## config.mk

```make
export PLATFORM = sky130hd
export DESIGN_NAME = lecuyer_combined_shuffled_rng
export DESIGN_NICKNAME = d
export VERILOG_FILES = /design/src/hdl/lcr_pkg.sv /design/src/hdl/lcr_ram.sv /design/src/hdl/lcr_step.sv /design/src/hdl/lecuyer_combined_shuffled_rng.sv
export SDC_FILE = /design/constraint.sdc
export NUM_CORES = 2
export LEC_CHECK = 0
export ABC_AREA = 0
export BUFFER_PORTS_ARGS = -buffer_cell sky130_fd_sc_hd__buf_2
export CAP_MARGIN = 0
export CORE_MARGIN = 3
export CORE_UTILIZATION = 40
export DETAILED_ROUTE_END_ITERATION = 7
export REMOVE_ABC_BUFFERS = 1
export SYNTH_ARGS = -nofsm -noshare
export SYNTH_HDL_FRONTEND = slang
export SYNTH_SLANG_ARGS = --single-unit
```

## constraint.sdc

```tcl
create_clock -name clk -period 13.4 [get_ports clk]
set_input_delay 0.67 -clock clk [delete_from_list [all_inputs] [get_ports clk]]
set_output_delay 0.67 -clock clk [all_outputs]
set_load 0.01 [all_outputs]
```

## src/hdl/lcr_pkg.sv

```systemverilog
// Shared constants for the combined shuffled random number generator.
package lcr_pkg;

  // Width of generator states, table entries and deviates.
  localparam int VAL_W = 31;
  localparam int MUL_W = 16;

  // Shuffle table size and warm-up length on reseed.
  localparam int TABLE_SIZE   = 32;
  localparam int WARMUP_STEPS = 8;
  localparam int TOTAL_STEPS  = TABLE_SIZE + WARMUP_STEPS;

  // Index and counter widths.
  localparam int IDX_W = (TABLE_SIZE > 1) ? $clog2(TABLE_SIZE) : 1;
  localparam int CNT_W = $clog2(TOTAL_STEPS + 1);

  // Item operations.
  localparam logic OP_DRAW   = 1'b0;
  localparam logic OP_RESEED = 1'b1;

  // Generator moduli and multipliers.
  localparam logic [VAL_W-1:0] MOD1 = 31'd2147483563;
  localparam logic [VAL_W-1:0] MOD2 = 31'd2147483399;
  localparam logic [MUL_W-1:0] MUL1 = 16'd40014;
  localparam logic [MUL_W-1:0] MUL2 = 16'd40692;

  // Reset value of the second generator and the top of the output range.
  localparam logic [VAL_W-1:0] SEED2_RESET = 31'd123456789;
  localparam logic [VAL_W-1:0] TOP1        = MOD1 - 31'd1;

  // Divisor that maps the previous output onto a table slot.
  localparam logic [VAL_W-1:0] SLOT_DIV =
    VAL_W'(64'(TOP1) / 64'(TABLE_SIZE) + 64'd1);

endpackage

```

## src/hdl/lcr_ram.sv

```systemverilog
// Generic single-port-write, single-port-read RAM with registered read data.
module lcr_ram #(
  parameter int WIDTH = 31,
  parameter int DEPTH = 32
) (
  input  logic                                     clk,
  input  logic                                     we,
  input  logic [((DEPTH > 1) ? $clog2(DEPTH) : 1)-1:0] waddr,
  input  logic [WIDTH-1:0]                         wdata,
  input  logic [((DEPTH > 1) ? $clog2(DEPTH) : 1)-1:0] raddr,
  output logic [WIDTH-1:0]                         rdata
);

  logic [WIDTH-1:0] mem [DEPTH];

  // Write port and registered read port.
  always_ff @(posedge clk) begin
    if (we) begin
      mem[waddr] <= wdata;
    end
    rdata <= mem[raddr];
  end

endmodule

```

## src/hdl/lcr_step.sv

```systemverilog
// Two-stage pipeline that advances both congruential generators by one step.
module lcr_step
  import lcr_pkg::*;
(
  input  logic             clk,
  input  logic             rst,
  input  logic             go,
  input  logic [VAL_W-1:0] x1,
  input  logic [VAL_W-1:0] x2,
  output logic [VAL_W-1:0] y1,
  output logic [VAL_W-1:0] y2,
  output logic             vld
);

  // Each modulus is two to the 31 minus a small constant, so the high part
  // of a product folds back in through a multiply by that constant.
  localparam int PROD_W = VAL_W + MUL_W;
  localparam logic [7:0] FOLD1 = 8'((33'd1 << VAL_W) - 33'(MOD1));
  localparam logic [7:0] FOLD2 = 8'((33'd1 << VAL_W) - 33'(MOD2));

  logic [PROD_W-1:0] prod1;
  logic [PROD_W-1:0] prod2;
  logic              prod_vld;
  logic [VAL_W:0]    sum1;
  logic [VAL_W:0]    sum2;

  // First stage: full products.
  always_ff @(posedge clk) begin
    if (go) begin
      prod1 <= PROD_W'(x1) * PROD_W'(MUL1);
      prod2 <= PROD_W'(x2) * PROD_W'(MUL2);
    end
  end

  // Fold the high part; the sum stays below twice the modulus.
  always_comb begin
    sum1 = (VAL_W+1)'(prod1[VAL_W-1:0]) +
           (VAL_W+1)'(prod1[PROD_W-1:VAL_W]) * (VAL_W+1)'(FOLD1);
    sum2 = (VAL_W+1)'(prod2[VAL_W-1:0]) +
           (VAL_W+1)'(prod2[PROD_W-1:VAL_W]) * (VAL_W+1)'(FOLD2);
  end

  // Second stage: one conditional subtract gives the residue.
  always_ff @(posedge clk) begin
    if (prod_vld) begin
      y1 <= (sum1 >= (VAL_W+1)'(MOD1)) ? VAL_W'(sum1 - (VAL_W+1)'(MOD1)) : VAL_W'(sum1);
      y2 <= (sum2 >= (VAL_W+1)'(MOD2)) ? VAL_W'(sum2 - (VAL_W+1)'(MOD2)) : VAL_W'(sum2);
    end
  end

  // Valid flags travel with the data.
  always_ff @(posedge clk) begin
    if (rst) begin
      prod_vld <= 1'b0;
      vld      <= 1'b0;
    end else begin
      prod_vld <= go;
      vld      <= prod_vld;
    end
  end

endmodule

```

## src/hdl/lecuyer_combined_shuffled_rng.sv

```systemverilog
// Combined shuffled random number generator: two congruential generators and a shuffle table.
// A draw item passes through the slot estimate, then the slot correction and table read,
// then the write-back that registers the result and raises the done strobe.
// A reseed item first runs the TOTAL_STEPS generator steps one after another through the
// step pipeline, then goes on as a draw.
// The next item is accepted in the cycle that shows the done strobe; the receiver cannot stall.
// Synchronous reset restores the generators and marks every table entry as zero.
module lecuyer_combined_shuffled_rng
  import lcr_pkg::*;
(
  input  logic             clk,
  input  logic             rst,
  input  logic             start,
  output logic             busy,
  input  logic             op,
  input  logic [VAL_W-1:0] seed,
  output logic [VAL_W-1:0] value,
  output logic             done
);

  typedef enum logic [4:0] {
    S_IDLE  = 5'b00001,
    S_SEED  = 5'b00010,
    S_DIV   = 5'b00100,
    S_READ  = 5'b01000,
    S_WRITE = 5'b10000
  } state_t;

  // Reciprocal of the slot divisor scaled by two to the VAL_W. The quotient it
  // gives is never high and at most one low, so one compare settles it.
  localparam int QUO_W = IDX_W + 2;
  localparam int EST_W = VAL_W + QUO_W;
  localparam logic [QUO_W-1:0] SLOT_RCP = QUO_W'((64'd1 << VAL_W) / 64'(SLOT_DIV));

  state_t                state;
  logic [VAL_W-1:0]      g1;
  logic [VAL_W-1:0]      g2;
  logic [VAL_W-1:0]      last_out;
  logic [CNT_W-1:0]      cnt;
  logic [VAL_W-1:0]      rem;
  logic [QUO_W-1:0]      quo;
  logic [TABLE_SIZE-1:0] valid_bits;

  logic [VAL_W-1:0] seed_fix;
  logic             step_go;
  logic [VAL_W-1:0] step_x1;
  logic [VAL_W-1:0] step_x2;
  logic [VAL_W-1:0] step_y1;
  logic [VAL_W-1:0] step_y2;
  logic             step_vld;
  logic [QUO_W-1:0] quo_est;
  logic [VAL_W-1:0] slot_rem;
  logic [QUO_W-1:0] quo_fix;
  logic [IDX_W-1:0] idx;
  logic             ram_we;
  logic [IDX_W-1:0] ram_waddr;
  logic [VAL_W-1:0] ram_rdata;
  logic [VAL_W-1:0] tbl;
  logic [VAL_W-1:0] mixed;
  logic             fill_slot;

  assign busy     = (state != S_IDLE);
  assign seed_fix = (seed == '0) ? VAL_W'(1) : seed;

  // Quotient estimate by the scaled reciprocal.
  assign quo_est = QUO_W'((EST_W'(rem) * EST_W'(SLOT_RCP)) >> VAL_W);

  // One correction step, then the clamp to the table.
  assign slot_rem = rem - VAL_W'(EST_W'(quo) * EST_W'(SLOT_DIV));
  assign quo_fix  = quo + QUO_W'(slot_rem >= SLOT_DIV);
  assign idx = (quo_fix >= QUO_W'(TABLE_SIZE)) ? IDX_W'(TABLE_SIZE - 1) : quo_fix[IDX_W-1:0];

  // Seed steps below the table size fill a slot.
  assign fill_slot = (cnt < CNT_W'(TABLE_SIZE));

  // Generator step requests and table writes.
  always_comb begin
    step_go   = 1'b0;
    step_x1   = g1;
    step_x2   = g2;
    ram_we    = 1'b0;
    ram_waddr = idx;
    case (state)
      S_IDLE: begin
        if (start) begin
          step_go = 1'b1;
          step_x1 = (op == OP_RESEED) ? seed_fix : g1;
        end
      end
      S_SEED: begin
        if (step_vld) begin
          step_go   = 1'b1;
          step_x1   = step_y1;
          ram_we    = fill_slot;
          ram_waddr = cnt[IDX_W-1:0];
        end
      end
      S_WRITE: begin
        ram_we = 1'b1;
      end
      default: begin
        step_go = 1'b0;
      end
    endcase
  end

  // Shuffle table entry combined with the second generator.
  always_comb begin
    tbl = valid_bits[idx] ? ram_rdata : '0;
    if (tbl > step_y2) begin
      mixed = tbl - step_y2;
    end else begin
      mixed = VAL_W'((VAL_W+1)'(tbl) + (VAL_W+1)'(TOP1) - (VAL_W+1)'(step_y2));
    end
  end

  lcr_step u_step (
    .clk (clk),
    .rst (rst),
    .go  (step_go),
    .x1  (step_x1),
    .x2  (step_x2),
    .y1  (step_y1),
    .y2  (step_y2),
    .vld (step_vld)
  );

  lcr_ram #(
    .WIDTH (VAL_W),
    .DEPTH (TABLE_SIZE)
  ) u_table (
    .clk   (clk),
    .we    (ram_we),
    .waddr (ram_waddr),
    .wdata (step_y1),
    .raddr (idx),
    .rdata (ram_rdata)
  );

  // Sequencer for reseed, slot estimate, table read and write-back.
  always_ff @(posedge clk) begin
    if (rst) begin
      state      <= S_IDLE;
      g1         <= VAL_W'(1);
      g2         <= SEED2_RESET;
      last_out   <= '0;
      valid_bits <= '0;
      done       <= 1'b0;
    end else begin
      done <= 1'b0;
      case (state)
        S_IDLE: begin
          if (start) begin
            if (op == OP_RESEED) begin
              g1    <= seed_fix;
              g2    <= seed_fix;
              cnt   <= CNT_W'(TOTAL_STEPS - 1);
              state <= S_SEED;
            end else begin
              rem   <= last_out;
              state <= S_DIV;
            end
          end
        end
        S_SEED: begin
          if (step_vld) begin
            if (fill_slot) begin
              valid_bits[cnt[IDX_W-1:0]] <= 1'b1;
            end
            if (cnt == '0) begin
              last_out <= step_y1;
              rem      <= step_y1;
              state    <= S_DIV;
            end else begin
              cnt <= cnt - CNT_W'(1);
            end
          end
        end
        S_DIV: begin
          quo   <= quo_est;
          state <= S_READ;
        end
        S_READ: begin
          state <= S_WRITE;
        end
        S_WRITE: begin
          g1              <= step_y1;
          g2              <= step_y2;
          last_out        <= mixed;
          value           <= mixed;
          done            <= 1'b1;
          valid_bits[idx] <= 1'b1;
          state           <= S_IDLE;
        end
        default: begin
          state <= S_IDLE;
        end
      endcase
    end
  end

endmodule

```

Word level (Yosys, flattened, before mapping)
Memory sizes are Yosys's and may differ from the RTL's. A register that Yosys moved wholly into a read port is not among the register bits.
Index checks and enable logic that the tools add are counted.

storage, ports and cells
  logic and storage cells = 122
  memories = 1
  bits in registers = 359
  output and inout bits = 33
  bits in writable memories = 992

cells by class
  multiply operators = 5
  reduce and logical (&&, ||, !) cells = 15
  equal/unequal tests = 13
  add/subtract/negate cells = 10
  muxes and demuxes = 49
  order comparisons = 10
  bitwise operators = 3

memory list
  name         words  width  rd ports  clocked after Yosys merged registers in  wr ports  line           text
  u_table.mem  32     31     1         1                                        1         lcr_ram.sv:14  logic [WIDTH-1:0] mem [DEPTH];

operators by type and width
  operator                                               number
  two-way mux 31 bit                                     14
  one-hot mux 31 bit (2 select lines)                    5
  subtractor 31 bit                                      3
  >= comparator 32 x 31 -> 1 bit, second input constant  2
  two-way mux 32 bit                                     2
  OR 32 bit                                              2
  one-hot mux 32 bit (2 select lines)                    1
  subtractor 31 bit, second input constant               2
  multiplier 31 x 15 -> 46 bit, second input constant    1
  multiplier 31 x 14 -> 45 bit, second input constant    1
  adder 31 x 23 -> 32 bit                                1
  adder 31 x 24 -> 32 bit                                1
  adder 31 bit, second input constant                    1
  >= comparator 31 x 26 -> 1 bit, second input constant  1
  greater-than comparator 31 bit                         1
  logical NOT 31 bit                                     1
  multiplier 5 x 25 -> 30 bit, second input constant     1
  two-way mux 5 bit                                      6
  multiplier 16 x 8 -> 24 bit, second input constant     1
  two-way mux 6 bit                                      4
  multiplier 16 x 7 -> 23 bit, second input constant     1
  one-hot mux 5 bit (4 select lines)                     1
  < comparator 5 x 6 -> 1 bit, second input constant     2
  inequality test 2 bit, second input constant           6
  other kinds (25)                                       44

Longest topological paths before layout
  depth after elaboration = 13
  gate-level depth with buffers = 55
  mapped depth without buffers = 52

Cells and area by module
A second synthesis with hierarchy kept.

unflattened totals
  cells, all modules = 6,939
  area, all modules = 83,640.2 µm²

by module, submodules not included
  module                         times used  cells an instance  area an instance (µm²)
  lcr_ram                        1           2,192              39,163.8
  lcr_step                       1           2,676              28,153.3
  lecuyer_combined_shuffled_rng  1           2,071              16,323.2

Worst setup path after synthesis
OpenSTA, ideal clock, no wires.

  path kind = reg2reg
  from = register quo[3]
  to = register last_out[27]
  setup time = 115 ps
  stages on the path, launching flop included = 51
  clock period less this slack = 11,453 ps
  arrival = 11,338 ps
  required time = 13,285 ps
  path buffers = 6
  slack = 1,947 ps
  path through = edfxtp_1 -> fa_1 -> inv_1 -> fa_1 -> fa_1 -> clkbuf_1 -> inv_1 -> ha_1 -> buf_1 -> nand2_1 -> nand2_1 -> fa_1 -> inv_1 -> ha_1 -> clkbuf_1 -> nand3_1 -> a311o_1 -> a21oi_1 -> [15 not listed] -> clkbuf_1 -> nand2_1 -> inv_1 -> ha_1 -> inv_1 -> ha_1 -> fa_1 -> a21o_1 -> a21oi_1 -> o21ai_0 -> a21oi_1 -> o32ai_1 -> a221oi_1 -> a31oi_1 -> a311o_1 -> nand4_1 -> o21ai_0 -> o21a_1

on the way
  word-level cells in the longest chain between the ends = 13
  elaborated cells between the ends (all ways) = 15
  classes of those cells = 5 x add/sub; 1 x mul; 3 x order compare; 6 x mux

ends and longest elaborated chain
  element                                    line                                  text
  start: declaration                         lecuyer_combined_shuffled_rng.sv:41   logic [QUO_W-1:0] quo;
  start signal: assignment                   lecuyer_combined_shuffled_rng.sv:180  quo <= quo_est;
  multiplier 5 x 25 -> 30 bit                lecuyer_combined_shuffled_rng.sv:69   assign slot_rem = rem - VAL_W'(EST_W'(quo) * EST_W'(SLOT_DIV));
  subtractor 31 bit                          lecuyer_combined_shuffled_rng.sv:69
  >= comparator 31 x 26 -> 1 bit             lecuyer_combined_shuffled_rng.sv:70   assign quo_fix = quo + QUO_W'(slot_rem >= SLOT_DIV);
  adder 5 x 1 -> 6 bit *                     lecuyer_combined_shuffled_rng.sv:70
  >= comparator 6 bit                        lecuyer_combined_shuffled_rng.sv:71   assign idx = (quo_fix >= QUO_W'(TABLE_SIZE)) ? IDX_W'(TABLE_SIZE - 1) : quo_fix[IDX_W-1:0];
  two-way mux 5 bit *                        lecuyer_combined_shuffled_rng.sv:71
  binary-select mux 1 bit (select 5 bit) *   lecuyer_combined_shuffled_rng.sv:109  tbl = valid_bits[idx] ? ram_rdata : '0;
  two-way mux 1 bit (implied by the code) *  lecuyer_combined_shuffled_rng.sv:109
  two-way mux 31 bit *                       lecuyer_combined_shuffled_rng.sv:109
  adder 31 bit                               lecuyer_combined_shuffled_rng.sv:113  mixed = VAL_W'((VAL_W+1)'(tbl) + (VAL_W+1)'(TOP1) - (VAL_W+1)'(step_y2));
  subtractor 31 bit                          lecuyer_combined_shuffled_rng.sv:113
  two-way mux 31 bit *                       lecuyer_combined_shuffled_rng.sv:110  if (tbl > step_y2) begin
  named net mixed[27]                        lecuyer_combined_shuffled_rng.sv:59   logic [VAL_W-1:0] mixed;
  one-hot mux 31 bit (2 select lines) *      lecuyer_combined_shuffled_rng.sv:151  case (state)
  end signal: assignment                     lecuyer_combined_shuffled_rng.sv:171  last_out <= step_y1;
  end signal: assignment                     lecuyer_combined_shuffled_rng.sv:189  last_out <= mixed;
  end: declaration                           lecuyer_combined_shuffled_rng.sv:38   logic [VAL_W-1:0] last_out;

The timed path passes the listed nets; every way through them passes the cells marked *. The select of a mux whose other input is x is not followed.
A chain may end at the register's enable or synchronous reset.

Worst setup path in the final report
  from = register quo[3]
  to = register last_out[29]

The elaborated chain is that of the path after synthesis.

==> results_dict.tcl <==
set metrics [dict create \
    clk_latency_ns 0.81 \
    antenna_found_initial 8 \
    skew_ns 0.05480 \
    synth_area_um2 80330 \
    dp_slack_ns 0.3393 \
    grt_pass1_vias 53710 \
    cap_violations 0 \
    slew_violations 0 \
    synth-warning-count 0 \
    slew-limit-headroom_pct 21.90 \
    clockRootBuffer "clkbuf_16" \
    drt_iter0_drc 4954 \
    initial_core_util_pct 40.48 \
    dp_hpwl_mm 159.6 \
    h-tree-depth 4 \
    via_per_inst 5.726 \
    syn_to_final_growth_pct 11.01 \
    fin_crit_sh_pct 93.72 \
    drtPass1Iterations 5 \
    pin_count 68 \
    postCtsSetupBuffers 0 \
    core_um2 198400 \
    ys_top_cells_by_area "edfxtp_1 45%, fa_1 12%, ha_1 9.3%" \
    netlist_instances 6573 \
    grt_max_degree 137 \
    setup_viol 0 \
    synth_top_family_by_area "adder cells" \
    yosysTopAreaCellShare_pct 45.49 \
    wl_per_cell_um 25.23 \
    antenna_left 0 \
    clockBufferDepth 3 \
    synth_top_cell_by_area "edfxtp_1" \
    worst-endpoint-required_ns 14.10 \
    timing.fmax_mhz 79.63 \
    period_needed_ns 12.56 \
    synth-edff-count 1217 \
    drc 0 \
    max_stage_delay_ns 0.58 \
    die_h_um 454.1 \
    die-area_um2 206200 \
    synth-xor-area-share_pct 2.673 \
    cts_buffers 147 \
    tightest_slew_ns 1.171 \
    path_max_fanout 22 \
    ys.flop_type "edfxtp_1" \
    cts_hold_buf 0 \
    ys_ff_latch 1380 \
    die_w_um 454.1 \
    grt_pass1_wl_mm 351.7 \
    cts_tree "done" \
    gr-total-overflow 0 \
    cpMaxStageDelayCell "fa_1" \
    status "finished, final reports clean" \
    avgSynthCellArea_um2 12.22 \
    place.gp.congestion 0.9276 \
    numPortBuffers 67 \
    hp-class "input port to flip-flop" \
    drive_gt1_share_pct 7.190 \
    layout.nets 7753 \
    hold_violations 0 \
    end_kind "flip-flop" \
    cts_sinks 1380 \
    grt_usage_pct 22.85 \
    crit_type "flip-flop to flip-flop" \
    ctsResizeCount 0 \
    rows 163 \
    vias 53910 \
    fillers 17980 \
    arrival_ns 13.26 \
    synth.distinct_cells 91 \
    routed_wl_mm 237.5 \
    synth-async-reset-ratio_pct 0 \
    synth-compound-area-share_pct 14.44 \
    rsz0062_at_grt "false" \
    synth-simple-area-share_pct 6.856 \
    seq_area_frac_synth_pct 49.56 \
    utilization_pct 44.94 \
    clk_pin_slew_ns 0.06 \
    finalWorstSetupSlack_ns 0.8413 \
    synth_fa_ha_area_share_pct 20.93 \
    synthMuxAreaShare_pct 0.2383 \
    startpoint_type "flip-flop" \
]
-- layout make-up --
type,instances,area [µm²],share of cell area (%)
antenna,2,5.005,0.005612
timing repair buffer,180,1236,1.386
inverter,884,3318,3.721
tap,2640,3303,3.704
multi-input combinational,4062,36650,41.09
sequential,1380,39810,44.64
clock buffer,199,4086,4.582
clock inverter,68,770.7,0.8643
-- registers in the layout, indices dropped and copies added, names as in the netlist --
signal and cells:
u_table.mem 992, u_step.y2 31, g1 31, valid_bits 32, quo 5, g2 31, u_step.prod1 46, u_step.vld 1
u_table.rdata 31, u_step.prod_vld 1, done 1, state 5, u_step.prod2 45, rem 30, value 31, cnt 6
u_step.y1 31, last_out 30
-- cells by family after synthesis --
group,Yosys count
fa+ha+maj,1064
simple gates,1153
buf+inv,1131
compound gates,1585
flops,1380
mux,18
xor+xnor,242
-- final timing paths --
kind | start | end | slack (ns) | cells past startpoint
worst max-delay path | quo[3] | last_out[29] | 0.84 | 48
worst min-delay path | rst | valid_bits[18] | 0.22 | 2
worst min register to register | valid_bits[26] | valid_bits[26] | 0.48 | 2
worst max register to register | quo[3] | last_out[29] | 0.84 | 48
-- synth_stat cells (all sizes together) (45+ instances only) --
library cell  instances
nand3               100
a221oi              268
o21a                 45
xor2                 73
nor2                337
edfxtp             1217
dfxtp               163
fa                  467
ha                  596
a22o                250
o21ai               145
o21bai               52
o22ai               178
a21o                105
clkbuf              224
a21oi               251
xnor2               167
and2                 50
nand2               325
nor3                 81
a211oi               90
inv                 883
-- worst max-delay path, delay by kind of cell, from the launching register on --
family,cells,cell delay [ns]
AO/OA/AOI/OAI,19,4.02
adder cells (fa/ha/maj),11,4.56
buffers and inverters,6,0.79
flip-flops,1,0.54
AND/OR/NAND/NOR,12,2.53
-- cell usage in the layout, fill, tap and decap left out, types with 95 or more instances in the layout --
cell type,Yosys,routed
a21o_1,105,105
a21oi_1,251,248
a221oi_1,268,267
a22o_1,250,250
buf_4,0,110
clkbuf_16,0,149
dfxtp_1,163,162
edfxtp_1,1217,1217
fa_1,467,467
ha_1,596,596
inv_1,883,883
nand2_1,325,321
nand3_1,100,95
nor2_1,337,302
o21ai_0,137,135
o22ai_1,178,178
xnor2_1,167,167
-- per-stage QoR --
step                      cell area [µm²]  std cells  hold WS [ns]  TNS, ns
after floorplan                     79390       6326        0.4334  -364.02
after global placement              84290       9146        0.4648        0
after detailed placement            84290       9146        0.4588        0
after CTS                           89140       9413        0.1691        0
after global routing                89170       9414        0.2097        0
final                               89180       9415        0.2207        0
-- routing by layer --
metal | share of wire [%] | track usage, % | vias up
met3 | 6.3 | 3.236 | 342
met2 | 47 | 37.41 | 1876
li1 | - | - | 24280
met5 | 0.0055 | 0 | -
met1 | 43 | 31.38 | 27410
met4 | 3.4 | 7.290 | 2
Power is not shown: default switching activity piles up to over one toggle a cycle in this logic, so the estimate is an artifact.
